## config.mk

```make
export PLATFORM = sky130hd
export DESIGN_NAME = scatter_gather_vector_coalescer
export DESIGN_NICKNAME = d
export VERILOG_FILES = /design/src/sv/sgvc_pkg.sv /design/src/sv/scatter_gather_vector_coalescer.sv /design/src/sv/sgvc_front.sv /design/src/sv/sgvc_queue.sv /design/src/sv/sgvc_back.sv
export SDC_FILE = /design/constraint.sdc
export NUM_CORES = 2
export LEC_CHECK = 0
export ABC_AREA = 1
export BUFFER_PORTS_ARGS = -buffer_cell sky130_fd_sc_hd__buf_4
export CAP_MARGIN = 15
export CORE_ASPECT_RATIO = 1.2
export CORE_MARGIN = 2
export CORE_UTILIZATION = 45
export CTS_BUF_LIST = sky130_fd_sc_hd__clkbuf_4 sky130_fd_sc_hd__clkbuf_8 sky130_fd_sc_hd__clkbuf_16
export CTS_CLUSTER_DIAMETER = 60
export DETAILED_ROUTE_END_ITERATION = 12
export PLACE_DENSITY_LB_ADDON = 0.05
export SETUP_SLACK_MARGIN = 0.02
export SLEW_MARGIN = 20
export SYNTH_ARGS = -nofsm -noshare
export SYNTH_HDL_FRONTEND = slang
export SYNTH_SLANG_ARGS = --single-unit
```

## constraint.sdc

```tcl
create_clock -name clk -period 33.9 [get_ports clk]
set_input_delay 8.475 -clock clk [delete_from_list [all_inputs] [get_ports clk]]
set_output_delay 8.475 -clock clk [all_outputs]
set_load 0.03 [all_outputs]
```

## src/sv/sgvc_pkg.sv

```systemverilog
`timescale 1ns / 1ps
// ----------------------------------------------------------------------------
// sgvc_pkg: shared types and constants of the scatter-gather vector coalescer
// Request and result payloads, queue entry layout and descriptor codes.
// ----------------------------------------------------------------------------
package sgvc_pkg;

  localparam int ADDR_W   = 48;
  localparam int LEN_W    = 32;
  localparam int VCNT_W   = 11;
  localparam int VIDX_W   = 10;
  localparam int KIND_W   = 2;
  localparam int CFG_IDX_W = 1;
  localparam int CFG_W    = 32;

  localparam logic [VCNT_W-1:0] VEC_HARD_MAX = VCNT_W'(1024);
  localparam logic [LEN_W-1:0]  BYTE_LIMIT_RST = LEN_W'(65536);
  localparam logic [LEN_W-1:0]  PASS_MAX = '1;

  localparam logic [KIND_W-1:0] KIND_MEM  = 2'd0;
  localparam logic [KIND_W-1:0] KIND_FILE = 2'd1;

  localparam logic ITEM_VEC = 1'b0;
  localparam logic ITEM_SUM = 1'b1;

  localparam logic [CFG_IDX_W-1:0] REG_BYTE_LIMIT  = 1'd0;
  localparam logic [CFG_IDX_W-1:0] REG_MAX_VECTORS = 1'd1;

  localparam int QDEPTH = 4;
  localparam int QPTR_W = 2;
  localparam int QCNT_W = 3;

  typedef struct packed {
    logic [KIND_W-1:0] buf_kind;
    logic [ADDR_W-1:0] buf_addr;
    logic [LEN_W-1:0]  buf_len;
    logic              last_mark;
    logic              chain_start;
    logic              chain_end;
    logic [LEN_W-1:0]  start_bytes;
  } desc_t;

  typedef struct packed {
    logic              item_kind;
    logic [VIDX_W-1:0] vec_index;
    logic [ADDR_W-1:0] vec_base;
    logic [LEN_W-1:0]  vec_len;
    logic [VCNT_W-1:0] vector_count;
    logic [LEN_W-1:0]  total_bytes;
    logic              saw_sync;
    logic              saw_last;
    logic              limit_hit;
    logic              vectors_full;
    logic [LEN_W-1:0]  taken_count;
    logic              run_last;
  } res_t;

  typedef struct packed {
    logic [VIDX_W-1:0] index;
    logic [ADDR_W-1:0] base;
    logic [LEN_W-1:0]  len;
  } vec_t;

  typedef struct packed {
    logic [VCNT_W-1:0] count;
    logic [LEN_W-1:0]  total;
    logic              sync;
    logic              last;
    logic              limit;
    logic              full;
    logic [LEN_W-1:0]  taken;
  } sum_t;

  typedef struct packed {
    logic has_a;
    logic has_b;
    logic has_s;
    vec_t a;
    vec_t b;
    sum_t s;
  } entry_t;

endpackage

```

## src/sv/scatter_gather_vector_coalescer.sv

```systemverilog
`timescale 1ns / 1ps
// ----------------------------------------------------------------------------
// scatter_gather_vector_coalescer: builds a scatter-gather vector list
// Front classifier, entry queue and result emitter.
// ----------------------------------------------------------------------------
// Usage:
//   desc/desc_valid/desc_stall carries buffer descriptors; a request is taken
//   at a clock edge with desc_valid high and desc_stall low.
//   res/res_valid/res_stall carries results: closed vectors, then a summary
//   at chain end. run_last marks the final result of one descriptor.
//   cfg_we/cfg_index/cfg_data write byte_limit (index 0) and max_vectors
//   (index 1); write only while the block is idle.
// Timing:
//   The classifier takes one descriptor per cycle while desc_stall is low. The
//   first result of a descriptor passes through the queue and the output
//   register. The emitter sends one result per cycle while res_stall is low;
//   a four-entry queue absorbs the difference and raises desc_stall when full.
// Reset:
//   rst clears the job state, the queue and res_valid and loads
//   byte_limit 65536 and max_vectors 1024.
// Stall:
//   While res_stall is high the current result holds; the queue fills and
//   then desc_stall rises.
// ----------------------------------------------------------------------------
module scatter_gather_vector_coalescer (
  input  logic                              clk,
  input  logic                              rst,
  input  logic                              desc_valid,
  output logic                              desc_stall,
  input  sgvc_pkg::desc_t                   desc,
  output logic                              res_valid,
  input  logic                              res_stall,
  output sgvc_pkg::res_t                    res,
  input  logic                              cfg_we,
  input  logic [sgvc_pkg::CFG_IDX_W-1:0]    cfg_index,
  input  logic [sgvc_pkg::CFG_W-1:0]        cfg_data
);

  logic             accept;
  logic             push;
  sgvc_pkg::entry_t entry;
  sgvc_pkg::entry_t head;
  logic             empty;
  logic             full;
  logic             pop;

  assign desc_stall = full;
  assign accept     = desc_valid && !full;

  sgvc_front u_front (
    .clk       (clk),
    .rst       (rst),
    .accept    (accept),
    .desc      (desc),
    .cfg_we    (cfg_we),
    .cfg_index (cfg_index),
    .cfg_data  (cfg_data),
    .push      (push),
    .entry     (entry)
  );

  sgvc_queue u_queue (
    .clk       (clk),
    .rst       (rst),
    .push      (push),
    .push_data (entry),
    .pop       (pop),
    .head      (head),
    .empty     (empty),
    .full      (full)
  );

  sgvc_back u_back (
    .clk       (clk),
    .rst       (rst),
    .head      (head),
    .empty     (empty),
    .pop       (pop),
    .res_valid (res_valid),
    .res_stall (res_stall),
    .res       (res)
  );

endmodule

```

## src/sv/sgvc_front.sv

```systemverilog
`timescale 1ns / 1ps
// ----------------------------------------------------------------------------
// sgvc_front: descriptor classifier and job state
// Merges or opens vectors, clips the byte total, tracks flags and builds
// one queue entry per request that yields results.
// ----------------------------------------------------------------------------
module sgvc_front (
  input  logic                                 clk,
  input  logic                                 rst,
  input  logic                                 accept,
  input  sgvc_pkg::desc_t                      desc,
  input  logic                                 cfg_we,
  input  logic [sgvc_pkg::CFG_IDX_W-1:0]       cfg_index,
  input  logic [sgvc_pkg::CFG_W-1:0]           cfg_data,
  output logic                                 push,
  output sgvc_pkg::entry_t                     entry
);

  logic [sgvc_pkg::LEN_W-1:0]  byte_limit;
  logic [sgvc_pkg::VCNT_W-1:0] max_vectors;

  logic                        active, active_next;
  logic                        stopped, stopped_next;
  logic                        open_valid, open_valid_next;
  logic [sgvc_pkg::ADDR_W-1:0] open_base, open_base_next;
  logic [sgvc_pkg::LEN_W-1:0]  open_len, open_len_next;
  logic [sgvc_pkg::ADDR_W:0]   exp_next, exp_next_next;
  logic [sgvc_pkg::VCNT_W-1:0] vec_cnt, vec_cnt_next;
  logic [sgvc_pkg::LEN_W-1:0]  total, total_next;
  logic                        sync_f, sync_f_next;
  logic                        last_f, last_f_next;
  logic                        limit_f, limit_f_next;
  logic                        full_f, full_f_next;
  logic [sgvc_pkg::LEN_W-1:0]  passed, passed_next;

  logic [sgvc_pkg::VCNT_W-1:0] vmax;
  logic [sgvc_pkg::LEN_W:0]    tot_sum;
  logic                        over;
  logic [sgvc_pkg::LEN_W-1:0]  clen;
  logic [sgvc_pkg::ADDR_W:0]   end_sum;
  logic                        new_vec;
  logic                        pass;
  logic [sgvc_pkg::VCNT_W-1:0] idx_tmp;

  assign vmax = (max_vectors > sgvc_pkg::VEC_HARD_MAX) ? sgvc_pkg::VEC_HARD_MAX : max_vectors;

  always_comb begin
    active_next     = active;
    stopped_next    = stopped;
    open_valid_next = open_valid;
    open_base_next  = open_base;
    open_len_next   = open_len;
    exp_next_next   = exp_next;
    vec_cnt_next    = vec_cnt;
    total_next      = total;
    sync_f_next     = sync_f;
    last_f_next     = last_f;
    limit_f_next    = limit_f;
    full_f_next     = full_f;
    passed_next     = passed;
    tot_sum         = '0;
    over            = 1'b0;
    clen            = '0;
    end_sum         = '0;
    new_vec         = 1'b0;
    pass            = 1'b0;
    idx_tmp         = '0;
    entry           = '0;
    if (accept) begin
      if (desc.chain_start) begin
        active_next     = 1'b1;
        stopped_next    = 1'b0;
        open_valid_next = 1'b0;
        open_base_next  = '0;
        open_len_next   = '0;
        exp_next_next   = '0;
        vec_cnt_next    = '0;
        total_next      = (desc.start_bytes > byte_limit) ? byte_limit : desc.start_bytes;
        sync_f_next     = 1'b0;
        last_f_next     = 1'b0;
        limit_f_next    = 1'b0;
        full_f_next     = 1'b0;
        passed_next     = '0;
      end
      if (active_next) begin
        if (!stopped_next) begin
          pass = 1'b1;
          if (total_next >= byte_limit || desc.buf_kind == sgvc_pkg::KIND_FILE) begin
            stopped_next = 1'b1;
            pass = 1'b0;
          end else if (desc.buf_kind == sgvc_pkg::KIND_MEM) begin
            if (desc.buf_len != '0) begin
              tot_sum = {1'b0, total_next} + {1'b0, desc.buf_len};
              over = tot_sum > {1'b0, byte_limit};
              clen = over ? (byte_limit - total_next) : desc.buf_len;
              if (over) begin
                limit_f_next = 1'b1;
              end
              new_vec = !open_valid_next || exp_next_next[sgvc_pkg::ADDR_W] ||
                        (desc.buf_addr != exp_next_next[sgvc_pkg::ADDR_W-1:0]);
              if (new_vec) begin
                if (vec_cnt_next >= vmax) begin
                  full_f_next  = 1'b1;
                  stopped_next = 1'b1;
                  pass = 1'b0;
                end else begin
                  if (open_valid_next) begin
                    idx_tmp       = vec_cnt_next - sgvc_pkg::VCNT_W'(1);
                    entry.has_a   = 1'b1;
                    entry.a.index = idx_tmp[sgvc_pkg::VIDX_W-1:0];
                    entry.a.base  = open_base_next;
                    entry.a.len   = open_len_next;
                  end
                  open_valid_next = 1'b1;
                  open_base_next  = desc.buf_addr;
                  open_len_next   = clen;
                  vec_cnt_next    = vec_cnt_next + sgvc_pkg::VCNT_W'(1);
                end
              end else begin
                open_len_next = open_len_next + clen;
              end
              if (pass) begin
                total_next    = over ? byte_limit : tot_sum[sgvc_pkg::LEN_W-1:0];
                end_sum       = {1'b0, desc.buf_addr} +
                                {{(sgvc_pkg::ADDR_W + 1 - sgvc_pkg::LEN_W){1'b0}}, clen};
                exp_next_next = end_sum;
              end
            end
          end else begin
            sync_f_next = 1'b1;
            if (desc.last_mark) begin
              last_f_next = 1'b1;
            end
          end
          if (pass && passed_next != sgvc_pkg::PASS_MAX) begin
            passed_next = passed_next + sgvc_pkg::LEN_W'(1);
          end
        end
        if (desc.chain_end) begin
          if (open_valid_next) begin
            idx_tmp       = vec_cnt_next - sgvc_pkg::VCNT_W'(1);
            entry.has_b   = 1'b1;
            entry.b.index = idx_tmp[sgvc_pkg::VIDX_W-1:0];
            entry.b.base  = open_base_next;
            entry.b.len   = open_len_next;
          end
          entry.has_s   = 1'b1;
          entry.s.count = vec_cnt_next;
          entry.s.total = total_next;
          entry.s.sync  = sync_f_next;
          entry.s.last  = last_f_next;
          entry.s.limit = limit_f_next;
          entry.s.full  = full_f_next;
          entry.s.taken = passed_next;
          active_next     = 1'b0;
          stopped_next    = 1'b0;
          open_valid_next = 1'b0;
          open_base_next  = '0;
          open_len_next   = '0;
          exp_next_next   = '0;
          vec_cnt_next    = '0;
          total_next      = '0;
          sync_f_next     = 1'b0;
          last_f_next     = 1'b0;
          limit_f_next    = 1'b0;
          full_f_next     = 1'b0;
          passed_next     = '0;
        end
      end
    end
  end

  assign push = entry.has_a | entry.has_s;

  always_ff @(posedge clk) begin
    if (rst) begin
      byte_limit  <= sgvc_pkg::BYTE_LIMIT_RST;
      max_vectors <= sgvc_pkg::VEC_HARD_MAX;
      active      <= 1'b0;
      stopped     <= 1'b0;
      open_valid  <= 1'b0;
      open_base   <= '0;
      open_len    <= '0;
      exp_next    <= '0;
      vec_cnt     <= '0;
      total       <= '0;
      sync_f      <= 1'b0;
      last_f      <= 1'b0;
      limit_f     <= 1'b0;
      full_f      <= 1'b0;
      passed      <= '0;
    end else begin
      if (cfg_we) begin
        case (cfg_index)
          sgvc_pkg::REG_BYTE_LIMIT: begin
            byte_limit <= cfg_data[sgvc_pkg::LEN_W-1:0];
          end
          sgvc_pkg::REG_MAX_VECTORS: begin
            max_vectors <= cfg_data[sgvc_pkg::VCNT_W-1:0];
          end
          default: begin
          end
        endcase
      end
      active     <= active_next;
      stopped    <= stopped_next;
      open_valid <= open_valid_next;
      open_base  <= open_base_next;
      open_len   <= open_len_next;
      exp_next   <= exp_next_next;
      vec_cnt    <= vec_cnt_next;
      total      <= total_next;
      sync_f     <= sync_f_next;
      last_f     <= last_f_next;
      limit_f    <= limit_f_next;
      full_f     <= full_f_next;
      passed     <= passed_next;
    end
  end

endmodule

```

## src/sv/sgvc_queue.sv

```systemverilog
`timescale 1ns / 1ps
// ----------------------------------------------------------------------------
// sgvc_queue: entry queue between classifier and emitter
// Small register FIFO; the head is visible while the queue is not empty.
// ----------------------------------------------------------------------------
module sgvc_queue (
  input  logic             clk,
  input  logic             rst,
  input  logic             push,
  input  sgvc_pkg::entry_t push_data,
  input  logic             pop,
  output sgvc_pkg::entry_t head,
  output logic             empty,
  output logic             full
);

  sgvc_pkg::entry_t mem [sgvc_pkg::QDEPTH];
  logic [sgvc_pkg::QPTR_W-1:0] wr_ptr;
  logic [sgvc_pkg::QPTR_W-1:0] rd_ptr;
  logic [sgvc_pkg::QCNT_W-1:0] count;
  logic                        do_push;
  logic                        do_pop;

  assign empty   = (count == '0);
  assign full    = (count == sgvc_pkg::QCNT_W'(sgvc_pkg::QDEPTH));
  assign head    = mem[rd_ptr];
  assign do_push = push && !full;
  assign do_pop  = pop && !empty;

  always_ff @(posedge clk) begin
    if (do_push) begin
      mem[wr_ptr] <= push_data;
    end
  end

  always_ff @(posedge clk) begin
    if (rst) begin
      wr_ptr <= '0;
      rd_ptr <= '0;
      count  <= '0;
    end else begin
      if (do_push) begin
        wr_ptr <= wr_ptr + sgvc_pkg::QPTR_W'(1);
      end
      if (do_pop) begin
        rd_ptr <= rd_ptr + sgvc_pkg::QPTR_W'(1);
      end
      case ({do_push, do_pop})
        2'b10:   count <= count + sgvc_pkg::QCNT_W'(1);
        2'b01:   count <= count - sgvc_pkg::QCNT_W'(1);
        default: count <= count;
      endcase
    end
  end

endmodule

```

## src/sv/sgvc_back.sv

```systemverilog
`timescale 1ns / 1ps
// ----------------------------------------------------------------------------
// sgvc_back: result emitter
// Walks each queue entry and sends its vectors and summary, one result per
// cycle while res_stall is low, through an output register.
// ----------------------------------------------------------------------------
module sgvc_back (
  input  logic             clk,
  input  logic             rst,
  input  sgvc_pkg::entry_t head,
  input  logic             empty,
  output logic             pop,
  output logic             res_valid,
  input  logic             res_stall,
  output sgvc_pkg::res_t   res
);

  logic           done_a;
  logic           done_b;
  logic           sel_a;
  logic           sel_b;
  logic           last;
  logic           load;
  sgvc_pkg::res_t item;

  assign sel_a = head.has_a && !done_a;
  assign sel_b = !sel_a && head.has_b && !done_b;
  assign last  = sel_a ? !(head.has_b || head.has_s) : (sel_b ? !head.has_s : 1'b1);
  assign load  = !empty && (!res_valid || !res_stall);
  assign pop   = load && last;

  always_comb begin
    item = '0;
    if (sel_a) begin
      item.item_kind = sgvc_pkg::ITEM_VEC;
      item.vec_index = head.a.index;
      item.vec_base  = head.a.base;
      item.vec_len   = head.a.len;
    end else if (sel_b) begin
      item.item_kind = sgvc_pkg::ITEM_VEC;
      item.vec_index = head.b.index;
      item.vec_base  = head.b.base;
      item.vec_len   = head.b.len;
    end else begin
      item.item_kind    = sgvc_pkg::ITEM_SUM;
      item.vector_count = head.s.count;
      item.total_bytes  = head.s.total;
      item.saw_sync     = head.s.sync;
      item.saw_last     = head.s.last;
      item.limit_hit    = head.s.limit;
      item.vectors_full = head.s.full;
      item.taken_count  = head.s.taken;
    end
    item.run_last = last;
  end

  always_ff @(posedge clk) begin
    if (load) begin
      res <= item;
    end
  end

  always_ff @(posedge clk) begin
    if (rst) begin
      res_valid <= 1'b0;
      done_a    <= 1'b0;
      done_b    <= 1'b0;
    end else begin
      if (load) begin
        res_valid <= 1'b1;
        if (last) begin
          done_a <= 1'b0;
          done_b <= 1'b0;
        end else begin
          done_a <= done_a | sel_a;
          done_b <= done_b | sel_b;
        end
      end else if (!res_stall) begin
        res_valid <= 1'b0;
      end
    end
  end

endmodule
```

==> results.ini <==
[sta]
fin_setup_tns_ns=0
max-slew-margin-rel_pct=25.8
fin_crit_ns=18.77
fmax_ghz=0.0533
finalMaxSlewViolations=0
rsz0062_at_grt=no
fin_skew_ns=0.0403
max_slew.worst_pin.slew_ns=1.11
hold_ws_ns=0.458
finalSetupViolCount=0
min_period_over_period_pct=55.4
hold_viol=0

[synth]
ys_ff_latch=1485
synth_top_cell_area_share_pct=49.0
netlist_top_cells_area=edfxtp_1 (49%), dfxtp_1 (7.1%), nor2_1 (6.5%), nand2_1 (6.4%), o21ai_0 (5.9%)
avgSynthCellArea_um2=9.23
synthDistinctLibCells=60
netlist.top_cell.by_area=edfxtp_1
yosysWarnings=0
syn-cell-area_mm2=0.0747
async_reset_ff_share_pct=0
synthTopCellsByCount=nor2_1 (1,286), nand2_1 (1,268), edfxtp_1 (1,219)
ys_seq_area_share_pct=56.1
synth_most_common_cell=nor2_1
synth_edf_count=1219
netlist_instances=8093
synth-main-ff-cell=edfxtp_1
syn-num-nets=8472

[clock_network]
clockBufferDepth=3
root_buffer=clkbuf_16
cts_resized=0
cts-hold-fix-buffers=0
numCtsBuffers=160
postCtsSetupRepairBufs=0
clk_pin_slew_ns=0.06
clk_latency_ns=0.83
cts_max_level=4
cts_tree=done
clock_sinks=1485

[min_path]
worstHoldStart=u_queue.rd_ptr[0]
min_path_type=flop to flop
hold_depth=2

[critical_path]
cpMaxStageDelayCell=nor4b_1
critPathBufInv=7
worstReg2RegEnd=u_queue.mem[1][102]
arrival_ns=19.40
cp_common_cell=nand2_1
r2r_setup_slack_ns=22.25
cp-end-kind=flop
max_stage_delay_ns=0.72
cp_top_family=simple AND/OR/NAND/NOR gates
critical_path_class=input pin to flop
crit_path_start_kind=input pin
required_ns=34.52
r2r_cells=49
r2r-start=u_front.byte_limit[31]
worst-path-stages=49
cp_max_fo=46

[floorplanning]
core-area_mm2=0.165
die_w_um=376
die_height_um=450
dieArea_mm2=0.169
initial_core_util_pct=45.3
num_io_pins=328
rows=163

[drt]
vias=61000
ant_nets=0
first_pass_iters=6
drc=0
finalWirelength_mm=260
wl_per_cell_um=24.8
routed_via_density=5.81
drt_iter0_drc=5609

[power_and_ir_drop]
power.total_uw=6580
peakVddDrop_v=0.0000938
p_per_area_mw_per_mm2=78.1
leakage_uw=0.0325

[job]
drv_cap=0

[cells_and_area]
drive_above_1_share_pct=9.61
instances_no_fill=10500
fin_util_pct=51.1
syn2layout_area_growth_pct=12.7
final_nets=8594

[global_route]
antenna_found_initial=9
grt_pass1_wl_mm=379
grt_max_degree=140
grt-ovfl-total=0
grt_pass1_vias=58500
grt_usage_pct=29.9

[placement]
portBuffers=327
dp_hpwl_mm=169
placed_cells=10200
gp_congestion=0.988

[run_status]
status=finished, final reports clean

==> worst max-delay path by stage <==
| stage | start | to | slack (ns) |
|---|---|---|---|
| after floorplan | desc[27] | u_queue.mem[0][0] | 9.81 |
| after global placement | desc[31] | u_queue.mem[0][98] | 14.43 |
| after detailed placement | desc[31] | u_queue.mem[2][98] | 14.40 |
| after CTS | desc[31] | u_queue.mem[0][98] | 15.24 |
| after global routing | desc[31] | u_queue.mem[3][98] | 14.29 |
| final | desc[31] | u_queue.mem[1][102] | 15.13 |
==> state kept, by name (all words and copies together), names as in the netlist, 2 cells and up, named ones only <==
| name | cells |
|---|---|
| u_queue.mem | 1048 |
| u_back.res | 171 |
| u_front.exp_next | 49 |
| u_front.open_base | 48 |
| u_front.byte_limit | 32 |
| u_front.open_len | 32 |
| u_front.passed | 32 |
| u_front.total | 32 |
| u_front.max_vectors | 11 |
| u_front.vec_cnt | 11 |
| u_queue.count | 3 |
| u_queue.rd_ptr | 2 |
| u_queue.wr_ptr | 2 |
==> metrics by stage <==
stage	setup WS, ns	instance area (µm²)
floorplan	9.81	74700
global placement	14.43	78800
detailed placement	14.40	78800
CTS	15.24	84200
global route	14.29	84200
finish	15.13	84200
==> placed cells by master, fill, tap and decap left out, types with 16 or more instances in the layout <==
cell and count:
nor2_1 1277, nand2_1 1266, edfxtp_1 1219, o21ai_0 877, a21oi_1 660, inv_1 534
buf_4 415, dfxtp_1 264, nand3_1 261, o22ai_1 224, ha_1 219, clkbuf_16 167
xor2_1 104, nor3_1 103, a32o_1 90, o211ai_1 82, nand4_1 50, xnor2_1 48
o21ai_1 36, clkbuf_4 34, nor4_1 32, clkinv_2 28, clkinv_1 26, a31oi_1 25
a22oi_1 25, a21o_1 21, o21a_1 20, or2_2 18, o21bai_1 16, inv_2 16
o221a_2 16
==> routing by layer <==
| metal | GRT usage [%] | vias to the layer above | part of all wire (%) |
|---|---|---|---|
| li1 | - | 28600 | - |
| met1 | 39.8 | 29800 | 42 |
| met2 | 49.9 | 2214 | 48 |
| met3 | 4.31 | 404 | 6.4 |
| met4 | 10.9 | 6 | 3.6 |
| met5 | 0 | - | 0.014 |
==> cells by family (layout without fill, tap and decap cells) <==
group                    Yosys count  after routing  share of synthesized area, %
flip-flops                      1485           1485                          56.1
buffers and inverters           1019           1272                          5.36
adder cells (fa/ha/maj)          224            224                          3.80
XOR/XNOR                         152            152                          1.78
AND/OR/NAND/NOR                 3084           3084                          16.8
other                              0              2                             0
AO/OA/AOI/OAI                   2129           2129                          16.1
==> power breakdown <==
part | internal (µW) | leakage, µW | switching (µW)
clock | 1030 | 0.00266 | 752
sequential | 2220 | 0.0143 | 82.3
combinational | 703 | 0.0155 | 1790
==> worst register-to-register path: cells and delay by family, from the launching register on <==
| kind | cells | cell delay (ns) |
|---|---|---|
| adder cells (fa/ha/maj) | 4 | 1.36 |
| flip-flops | 1 | 0.41 |
| AND/OR/NAND/NOR | 21 | 4.43 |
| buffers and inverters | 7 | 1.07 |
| AO/OA/AOI/OAI | 15 | 3.75 |
| XOR/XNOR | 2 | 0.44 |
==> final cells by class <==
type                       count  area (µm²)
fill                       15200       80600
sequential                  1485       41900
multi-input combinational   5589       28900
clock buffer                 203        4460
timing repair buffer         417        3150
tap                         2145        2680
inverter                     562        2140
clock inverter                90         907
antenna                        2        5.00
No activity file was read; power rests on OpenSTA's default activity.
